$ cat src/design/dxt_texture_block_decoder_assert.svh
// ----------------------------------------------------------------------------
// DXT block decoder assertion macros
// Shared property wrappers for the decoder's concurrent checks.
// ----------------------------------------------------------------------------
`ifndef DXT_TEXTURE_BLOCK_DECODER_ASSERT_SVH
`define DXT_TEXTURE_BLOCK_DECODER_ASSERT_SVH

// Same-cycle implication, masked during reset.
`define DXT_ASSERT_NOW(lbl, ck, rn, ante, cons, msg) \
	lbl: assert property (@(posedge ck) disable iff (!rn) (ante) |-> (cons)) \
		else $error(msg);

// Next-cycle implication, masked during reset.
`define DXT_ASSERT_NEXT(lbl, ck, rn, ante, cons, msg) \
	lbl: assert property (@(posedge ck) disable iff (!rn) (ante) |=> (cons)) \
		else $error(msg);

`endif

$ cat src/design/dxt_pkg.sv
// ----------------------------------------------------------------------------
// DXT block decoder package
// Block and palette types, mode codes and small arithmetic helpers.
// ----------------------------------------------------------------------------
package dxt_pkg;

	localparam logic [1:0] MODE_DXT1 = 2'd0;
	localparam logic [1:0] MODE_DXT3 = 2'd1;
	localparam logic [1:0] MODE_DXT5 = 2'd2;

	typedef struct packed {
		logic [1:0]  mode;
		logic [63:0] color_block;
		logic [63:0] alpha_block;
	} block_t;

	// Decoded palettes plus the per-texel index bits
	typedef struct packed {
		logic [1:0]       mode;
		logic [31:0]      cidx;
		logic [63:0]      abits;
		logic [3:0][31:0] cpal;
		logic [7:0][7:0]  apal;
	} pal_t;

	function automatic logic [7:0] widen5(input logic [4:0] v);
		return {v, v[4:2]};
	endfunction

	function automatic logic [7:0] widen6(input logic [5:0] v);
		return {v, v[5:4]};
	endfunction

	// floor(x/3) for x <= 765
	function automatic logic [7:0] div3(input logic [9:0] x);
		logic [20:0] p;
		p = {11'd0, x} * 21'd683;
		return p[18:11];
	endfunction

	// floor(x/5) for x <= 1275
	function automatic logic [7:0] div5(input logic [10:0] x);
		logic [24:0] p;
		p = {14'd0, x} * 25'd3277;
		return p[21:14];
	endfunction

	// floor(x/7) for x <= 1785
	function automatic logic [7:0] div7(input logic [10:0] x);
		logic [24:0] p;
		p = {14'd0, x} * 25'd2341;
		return p[21:14];
	endfunction

endpackage

$ cat src/design/dxt_pal.sv
// ----------------------------------------------------------------------------
// DXT palette pipeline
// Two register stages: endpoint expansion and weighted sums, then divides.
// ----------------------------------------------------------------------------
module dxt_pal (
	input  logic            clk,
	input  logic            arst_n,
	input  logic            in_vld,
	output logic            in_rdy,
	input  dxt_pkg::block_t blk,
	output logic            out_vld,
	input  logic            out_rdy,
	output dxt_pkg::pal_t   pal
);
	import dxt_pkg::*;

	typedef struct packed {
		logic [1:0]        mode;
		logic [31:0]       cidx;
		logic [63:0]       abits;
		logic              punch;
		logic [2:0][7:0]   e0;
		logic [2:0][7:0]   e1;
		logic [2:0][9:0]   cs2;
		logic [2:0][9:0]   cs3;
		logic [2:0][7:0]   chalf;
		logic              agt;
		logic [5:0][10:0]  s7;
		logic [3:0][10:0]  s5;
	} sums_t;

	sums_t       sum_d;
	sums_t       sum_s2;
	pal_t        pal_d;
	pal_t        pal_s3;
	logic        v_s2;
	logic        v_s3;
	logic        rdy_s2;
	logic [15:0] c0;
	logic [15:0] c1;
	logic [7:0]  a0;
	logic [7:0]  a1;
	logic [8:0]  hsum;
	logic [7:0]  a0_s;
	logic [7:0]  a1_s;

	assign rdy_s2  = !v_s3 || out_rdy;
	assign in_rdy  = !v_s2 || rdy_s2;
	assign out_vld = v_s3;
	assign pal     = pal_s3;

	// stage 2: expand endpoints, form weighted sums
	always_comb begin
		c0 = blk.color_block[15:0];
		c1 = blk.color_block[31:16];
		a0 = blk.alpha_block[7:0];
		a1 = blk.alpha_block[15:8];
		hsum = '0;
		sum_d.mode  = blk.mode;
		sum_d.cidx  = blk.color_block[63:32];
		sum_d.abits = blk.alpha_block;
		sum_d.punch = c0 < c1;
		sum_d.agt   = a0 > a1;
		sum_d.e0[0] = widen5(c0[4:0]);
		sum_d.e0[1] = widen6(c0[10:5]);
		sum_d.e0[2] = widen5(c0[15:11]);
		sum_d.e1[0] = widen5(c1[4:0]);
		sum_d.e1[1] = widen6(c1[10:5]);
		sum_d.e1[2] = widen5(c1[15:11]);
		for (int k = 0; k < 3; k++) begin
			sum_d.cs2[k] = {1'b0, sum_d.e0[k], 1'b0} + {2'b00, sum_d.e1[k]};
			sum_d.cs3[k] = {1'b0, sum_d.e1[k], 1'b0} + {2'b00, sum_d.e0[k]};
			hsum = {1'b0, sum_d.e0[k]} + {1'b0, sum_d.e1[k]};
			sum_d.chalf[k] = hsum[8:1];
		end
		for (int i = 2; i < 8; i++) begin
			sum_d.s7[i-2] = 11'(a0 * (8 - i) + a1 * (i - 1));
		end
		for (int i = 2; i < 6; i++) begin
			sum_d.s5[i-2] = 11'(a0 * (6 - i) + a1 * (i - 1));
		end
	end

	// stage 3: divides and palette selection
	always_comb begin
		a0_s = sum_s2.abits[7:0];
		a1_s = sum_s2.abits[15:8];
		pal_d.mode    = sum_s2.mode;
		pal_d.cidx    = sum_s2.cidx;
		pal_d.abits   = sum_s2.abits;
		pal_d.cpal[0] = {8'hff, sum_s2.e0};
		pal_d.cpal[1] = {8'hff, sum_s2.e1};
		if (sum_s2.punch) begin
			pal_d.cpal[2] = {8'hff, sum_s2.chalf};
			pal_d.cpal[3] = 32'h0;
		end else begin
			pal_d.cpal[2] = {8'hff, div3(sum_s2.cs2[2]), div3(sum_s2.cs2[1]),
				div3(sum_s2.cs2[0])};
			pal_d.cpal[3] = {8'hff, div3(sum_s2.cs3[2]), div3(sum_s2.cs3[1]),
				div3(sum_s2.cs3[0])};
		end
		pal_d.apal[0] = a0_s;
		pal_d.apal[1] = a1_s;
		if (sum_s2.agt) begin
			for (int i = 2; i < 8; i++) begin
				pal_d.apal[i] = div7(sum_s2.s7[i-2]);
			end
		end else begin
			for (int i = 2; i < 6; i++) begin
				pal_d.apal[i] = div5(sum_s2.s5[i-2]);
			end
			pal_d.apal[6] = 8'd0;
			pal_d.apal[7] = 8'd255;
		end
	end

	always_ff @(posedge clk or negedge arst_n) begin
		if (!arst_n) begin
			v_s2 <= 1'b0;
			v_s3 <= 1'b0;
		end else begin
			if (in_rdy) begin
				v_s2 <= in_vld;
			end
			if (rdy_s2) begin
				v_s3 <= v_s2;
			end
		end
	end

	always_ff @(posedge clk) begin
		if (in_rdy && in_vld) begin
			sum_s2 <= sum_d;
		end
		if (rdy_s2 && v_s2) begin
			pal_s3 <= pal_d;
		end
	end

endmodule

$ cat src/design/dxt_texture_block_decoder.sv
// ----------------------------------------------------------------------------
// DXT texture block decoder
// Decodes one DXT1/DXT3/DXT5 4x4 block into sixteen BGRA texels, row-major.
// ----------------------------------------------------------------------------
//
//  Channel | Handshake             | Payload                         | Unit
//  --------+-----------------------+---------------------------------+---------------
//  input   | in_valid / in_stall   | mode, color_block, alpha_block  | one block
//  output  | out_valid / out_stall | pixel, texel_position, last     | one texel
//
//  Each block leaves as sixteen texels, one per output transfer; out_stall can hold any.
//  A block passes s1, s2, s3 and s4 before its first texel is registered in s5.
//  Reset (arst_n, asynchronous, active low) empties every pipeline stage.
//  A stall at the output holds the texel register and backs up stage by stage;
//  up to three further blocks wait behind the one in s4 before in_stall rises.
//
// Stages:
//   s1  input register
//   s2  endpoint expansion, weighted sums for the interpolants (dxt_pal)
//   s3  constant divides, colour and alpha palettes (dxt_pal)
//   s4  block held while a counter walks its sixteen texels
//   s5  output texel register
// ----------------------------------------------------------------------------
`include "dxt_texture_block_decoder_assert.svh"

module dxt_texture_block_decoder (
	input  logic        clk,
	input  logic        arst_n,
	input  logic        in_valid,
	output logic        in_stall,
	input  logic [1:0]  mode,
	input  logic [63:0] color_block,
	input  logic [63:0] alpha_block,
	output logic        out_valid,
	input  logic        out_stall,
	output logic [31:0] pixel,
	output logic [3:0]  texel_position,
	output logic        last
);
	import dxt_pkg::*;

	block_t      blk_s1;
	logic        v_s1;
	logic        pal_rdy;
	logic        pal_vld;
	pal_t        pal_out;
	pal_t        pal_s4;
	logic        v_s4;
	logic [3:0]  cnt_q;
	logic        emit;
	logic        done;
	logic        rdy_s4;
	logic [31:0] px;
	logic [7:0]  abyte;
	logic [7:0]  alpha;
	logic [1:0]  ci;
	logic [2:0]  ai;
	logic [31:0] pixel_s5;
	logic [3:0]  pos_s5;
	logic        last_s5;
	logic        v_s5;

	// s1 frees up whenever the palette pipe takes its block
	assign in_stall = v_s1 && !pal_rdy;

	always_ff @(posedge clk or negedge arst_n) begin
		if (!arst_n) begin
			v_s1 <= 1'b0;
		end else if (!in_stall) begin
			v_s1 <= in_valid;
		end
	end

	always_ff @(posedge clk) begin
		if (in_valid && !in_stall) begin
			blk_s1 <= '{mode: mode, color_block: color_block, alpha_block: alpha_block};
		end
	end

	dxt_pal u_pal (
		.clk     (clk),
		.arst_n  (arst_n),
		.in_vld  (v_s1),
		.in_rdy  (pal_rdy),
		.blk     (blk_s1),
		.out_vld (pal_vld),
		.out_rdy (rdy_s4),
		.pal     (pal_out)
	);

	// s4: one texel leaves per cycle whenever the output register can take it.
	// The block is released on its sixteenth texel, so the next one can load
	// in that same cycle with no bubble.
	assign emit   = v_s4 && (!v_s5 || !out_stall);
	assign done   = emit && (cnt_q == 4'd15);
	assign rdy_s4 = !v_s4 || done;

	// texel select: colour index, then alpha by mode
	always_comb begin
		ci    = pal_s4.cidx[{cnt_q, 1'b0} +: 2];
		ai    = pal_s4.abits[6'd16 + 6'(cnt_q) * 6'd3 +: 3];
		abyte = pal_s4.abits[{cnt_q[3:1], 3'b000} +: 8];
		px    = pal_s4.cpal[ci];
		alpha = px[31:24];
		case (pal_s4.mode)
			MODE_DXT3: begin
				// high nibble to the even texel, low nibble to the odd one
				alpha = cnt_q[0] ? {abyte[3:0], 4'h0} : {abyte[7:4], 4'h0};
			end
			MODE_DXT5: begin
				alpha = pal_s4.apal[ai];
			end
			default: begin
				// DXT1 and the unused code keep the palette alpha
				alpha = px[31:24];
			end
		endcase
	end

	always_ff @(posedge clk or negedge arst_n) begin
		if (!arst_n) begin
			v_s4  <= 1'b0;
			cnt_q <= 4'd0;
			v_s5  <= 1'b0;
		end else begin
			if (rdy_s4) begin
				v_s4 <= pal_vld;
			end
			if (emit) begin
				cnt_q <= cnt_q + 4'd1;
			end
			if (emit) begin
				v_s5 <= 1'b1;
			end else if (!out_stall) begin
				v_s5 <= 1'b0;
			end
		end
	end

	always_ff @(posedge clk) begin
		if (rdy_s4 && pal_vld) begin
			pal_s4 <= pal_out;
		end
		if (emit) begin
			pixel_s5 <= {alpha, px[23:0]};
			pos_s5   <= cnt_q;
			last_s5  <= cnt_q == 4'd15;
		end
	end

	assign out_valid      = v_s5;
	assign pixel          = pixel_s5;
	assign texel_position = pos_s5;
	assign last           = last_s5;

	// ------------------------------------------------------------------------
	// Assertions
	// ------------------------------------------------------------------------
	`DXT_ASSERT_NOW(a_last_pos, clk, arst_n, out_valid, last == (&texel_position), "last flag off")
	`DXT_ASSERT_NOW(a_cnt_held, clk, arst_n, cnt_q != 4'd0, v_s4, "counter mid-block, no block")
	`DXT_ASSERT_NEXT(a_pos_seq, clk, arst_n,
		out_valid && !out_stall && !last,
		!out_valid || texel_position == $past(texel_position) + 4'd1,
		"texel positions out of sequence")

endmodule
$ cat config.mk
export PLATFORM = sky130hd
export DESIGN_NAME = dxt_texture_block_decoder
export DESIGN_NICKNAME = d
export VERILOG_FILES = /design/src/design/dxt_pkg.sv /design/src/design/dxt_pal.sv /design/src/design/dxt_texture_block_decoder.sv
export VERILOG_INCLUDE_DIRS = /design/src /design/src/design
export SDC_FILE = /design/constraint.sdc
export NUM_CORES = 2
export LEC_CHECK = 0
export ABC_CLOCK_PERIOD_IN_PS = 23600
export BUFFER_PORTS_ARGS = -buffer_cell sky130_fd_sc_hd__buf_2
export CAP_MARGIN = 20
export CORE_MARGIN = 2
export CORE_UTILIZATION = 55
export CTS_BUF_LIST = sky130_fd_sc_hd__clkbuf_8 sky130_fd_sc_hd__clkbuf_16
export DETAILED_ROUTE_END_ITERATION = 8
export PLACE_DENSITY = 0.72
export SYNTH_ARGS = -nofsm -noshare
export SYNTH_HDL_FRONTEND = slang
export SYNTH_SLANG_ARGS = --single-unit
$ cat constraint.sdc
create_clock -name clk -period 23.6 [get_ports clk]
set_input_delay 4.72 -clock clk [delete_from_list [all_inputs] [get_ports clk]]
set_output_delay 4.72 -clock clk [all_outputs]
set_load 0.01 [all_outputs]
==> results.json <==
{
  "final_util_pct": 60.5,
  "hp-class": "flip-flop to flip-flop",
  "path_max_fanout": 5,
  "ff_latch_area_mm2": 0.0281,
  "pin_count": 173,
  "layout_commonest_cell": "ha_1",
  "grt_pass1_wl_um": 213000,
  "synth-compound-area-share_pct": 6.07,
  "synth_ff_type": "edfxtp_1",
  "power.share.switching_pct": 39.5,
  "cts-root-buf": "clkbuf_16",
  "initial_core_util_pct": 55.4,
  "clockBufferDepth": 3,
  "syn_avg_cell_area_um2": 13.0,
  "layout_common_cells": "1155 x ha_1, 984 x inv_1, 927 x edfxtp_1",
  "tightest_slew_ps": 1160,
  "internal_power_mw": 4.80,
  "setup_ws_ps": 12760,
  "grt_use_total_pct": 22.5,
  "detail-route-antenna-nets": 0,
  "synth_simple_gate_area_share_pct": 3.62,
  "power-per-cell-area_mw_per_mm2": 111,
  "firstDrtPassIters": 5,
  "clock_skew_ps": 66.7,
  "place_area_mm2": 0.0681,
  "required_ps": 18880,
  "die-width_um": 349,
  "fillCellCount": 9135,
  "holdPathStages": 0,
  "leakagePower_nw": 32.2,
  "comb_power_share_pct": 52.8,
  "synthMuxAreaShare_pct": 4.06,
  "port_buffers": 172,
  "ctsResizeCount": 0,
  "die_h_um": 349,
  "end_kind": "output pin",
  "seq_area_frac_synth_pct": 43.0,
  "yosysWarnings": 0,
  "dr_total_vias": 37700,
  "syn_inst": 5032,
  "setup_tns_ps": 0,
  "cts_tree": "done",
  "synth_area_mm2": 0.0653,
  "drt_iter0_markers": 2537,
  "slew_violations": 0,
  "grt_max_degree": 144,
  "insertion_delay_ps": 730,
  "setup_viol": 0,
  "synthAdderAreaFrac_pct": 33.6,
  "cts.clk_slew.worst_paths_ps": 60,
  "dieArea_mm2": 0.121,
  "start_kind": "input pin",
  "grt_pass1_vias": 39600,
  "routed_wl_um": 134000,
  "drive_gt1_share_pct": 8.86,
  "dp_hpwl_um": 102000,
  "finalHoldViolations": 0,
  "ys_async_sr_fraction_pct": 0.962,
  "grt_setup_unrepaired": "no",
  "coreArea_mm2": 0.118,
  "max_clock_freq_ghz": 0.0922,
  "multi_input_area_mm2": 0.0333,
  "synth_edf_count": 927,
  "synthesis.nets": 6696,
  "period_share_pct": 45.9,
  "synth_seq_cells": 936,
  "cts_inserted_buffers": 98,
  "arrival_ps": 6120,
  "cts_setup_buffers": 0,
  "final_nets": 6942,
  "fin_crit_ps": 10840,
  "power_frac_seq_pct": 28.1,
  "fin_area_mm2": 0.0713,
  "htreeDepth": 3,
  "wl_per_cell_um": 19.4,
  "p_sw_mw": 3.14,
  "status": "complete, no violations",
  "synthXorXnorAreaFrac_pct": 3.61,
  "finalPower_mw": 7.94,
  "post-route-drc-count": 0,
  "ys_types": 78,
  "area_growth_pct": 9.22,
  "maxCapViolations": 0,
  "gp_congestion": 0.898,
  "hold_buffers": 0,
  "synth_top_family_by_area": "adder cells",
  "overflow": 0,
  "clock-sinks": 936,
  "rows": 126,
  "viasPerCell": 5.47,
  "path_class": "input pin to output pin",
  "relSlewSlack_pct": 22.6,
  "r2r_cells": 18,
  "post-place-ws_ps": 12780,
  "clock_power_share_pct": 19.1,
  "antenna_found_initial": 6,
  "peakVddDrop_uv": 113
}
-- stage by stage --
stage	hold WS (ps)	instances
floorplan	400	5032
global placement	401	6714
detailed placement	405	6714
CTS	370	6897
global route	378	6897
finish	361	6900
-- final timing paths --
path	from	to	slack (ps)
max in group asynchronous	arst_n	cnt_q[2]$_DFFE_PN0P_	19550
min in group asynchronous	arst_n	v_s1$_DFFE_PN0N_	3840
min	u_pal.pal_d[233]$_DFFE_PP_	u_pal.pal[233]$_DFFE_PP_	360
max reg2reg	u_pal.sum_s2[38]$_DFFE_PP_	u_pal.pal[45]$_DFFE_PP_	17540
max	out_stall	in_stall	12760
min reg2reg	u_pal.pal_d[233]$_DFFE_PP_	u_pal.pal[233]$_DFFE_PP_	360
-- registers in the layout, indices dropped and copies added, names as in the netlist --
| signal | cells |
|---|---|
| blk_s1 | 130 |
| cnt_q | 4 |
| last | 1 |
| out_valid | 1 |
| pal_s4 | 227 |
| pixel | 32 |
| texel_position | 4 |
| u_pal.a0_s | 6 |
| u_pal.a1_s | 6 |
| u_pal.out_vld | 1 |
| u_pal.pal | 227 |
| u_pal.pal_d | 108 |
| u_pal.sum_s2 | 186 |
| u_pal.v_s2 | 1 |
| v_s1 | 1 |
| v_s4 | 1 |
-- Yosys cell counts (53+ instances only) --
library cell | count | area share, %
nor2_1 | 136 | 0.78
fa_1 | 374 | 11
o21bai_1 | 53 | 0.61
mux2i_1 | 61 | 0.94
xor2_1 | 67 | 0.90
nand2_1 | 116 | 0.67
nand3_1 | 53 | 0.41
a21o_1 | 61 | 0.70
xnor2_1 | 200 | 2.7
ha_1 | 1156 | 22
edfxtp_1 | 927 | 43
a21oi_1 | 182 | 1.4
o21ai_0 | 108 | 0.83
mux4_2 | 80 | 2.8
inv_1 | 968 | 5.6
-- cells by family (layout without fill, tap and decap cells) --
kind of cell             after synthesis  count (layout)
flip-flops                           936             936
multiplexers                         161             161
XOR/XNOR                             268             268
buffers and inverters               1027            1356
AO/OA/AOI/OAI                        619             619
AND/OR/NAND/NOR                      491             491
other                                  0               3
adder cells (fa/ha/maj)             1530            1530
-- critical path: stages --
cell and delay [ps]:
buf_2 110, nand2_1 80, a21oi_1 510, nand3_1 210, nor2_1 290, buf_2 190
-- final cells by class --
cell class              instances  area share [%]
repair buffers                205            1.57
diodes                          3          0.0105
clock inverters                85            1.08
clock buffers                  98            3.44
inverters                     968            5.10
multi-input cells            3069            46.7
well taps                    1536            2.70
flip-flops and latches        936            39.4
-- layer usage --
layer / vias up / global-route usage (%) / routed length [µm]
li1: 18100 / - / -
met1: 18500 / 30.8 / 60100
met2: 866 / 37.2 / 63000
met3: 201 / 4.10 / 7730
met4: 2 / 5.67 / 2950
met5: - / 0 / 18
-- power groups by stage --
stage               clock [mW]  sequential [mW]  combinational [mW]
floorplan                    0             2.29                3.21
global placement             0             2.26                4.05
detailed placement           0             2.26                4.18
CTS                       1.55             2.23                4.22
global route              1.61             2.24                4.76
finish                    1.52             2.23                4.20
(Power assumes the default switching activity.)
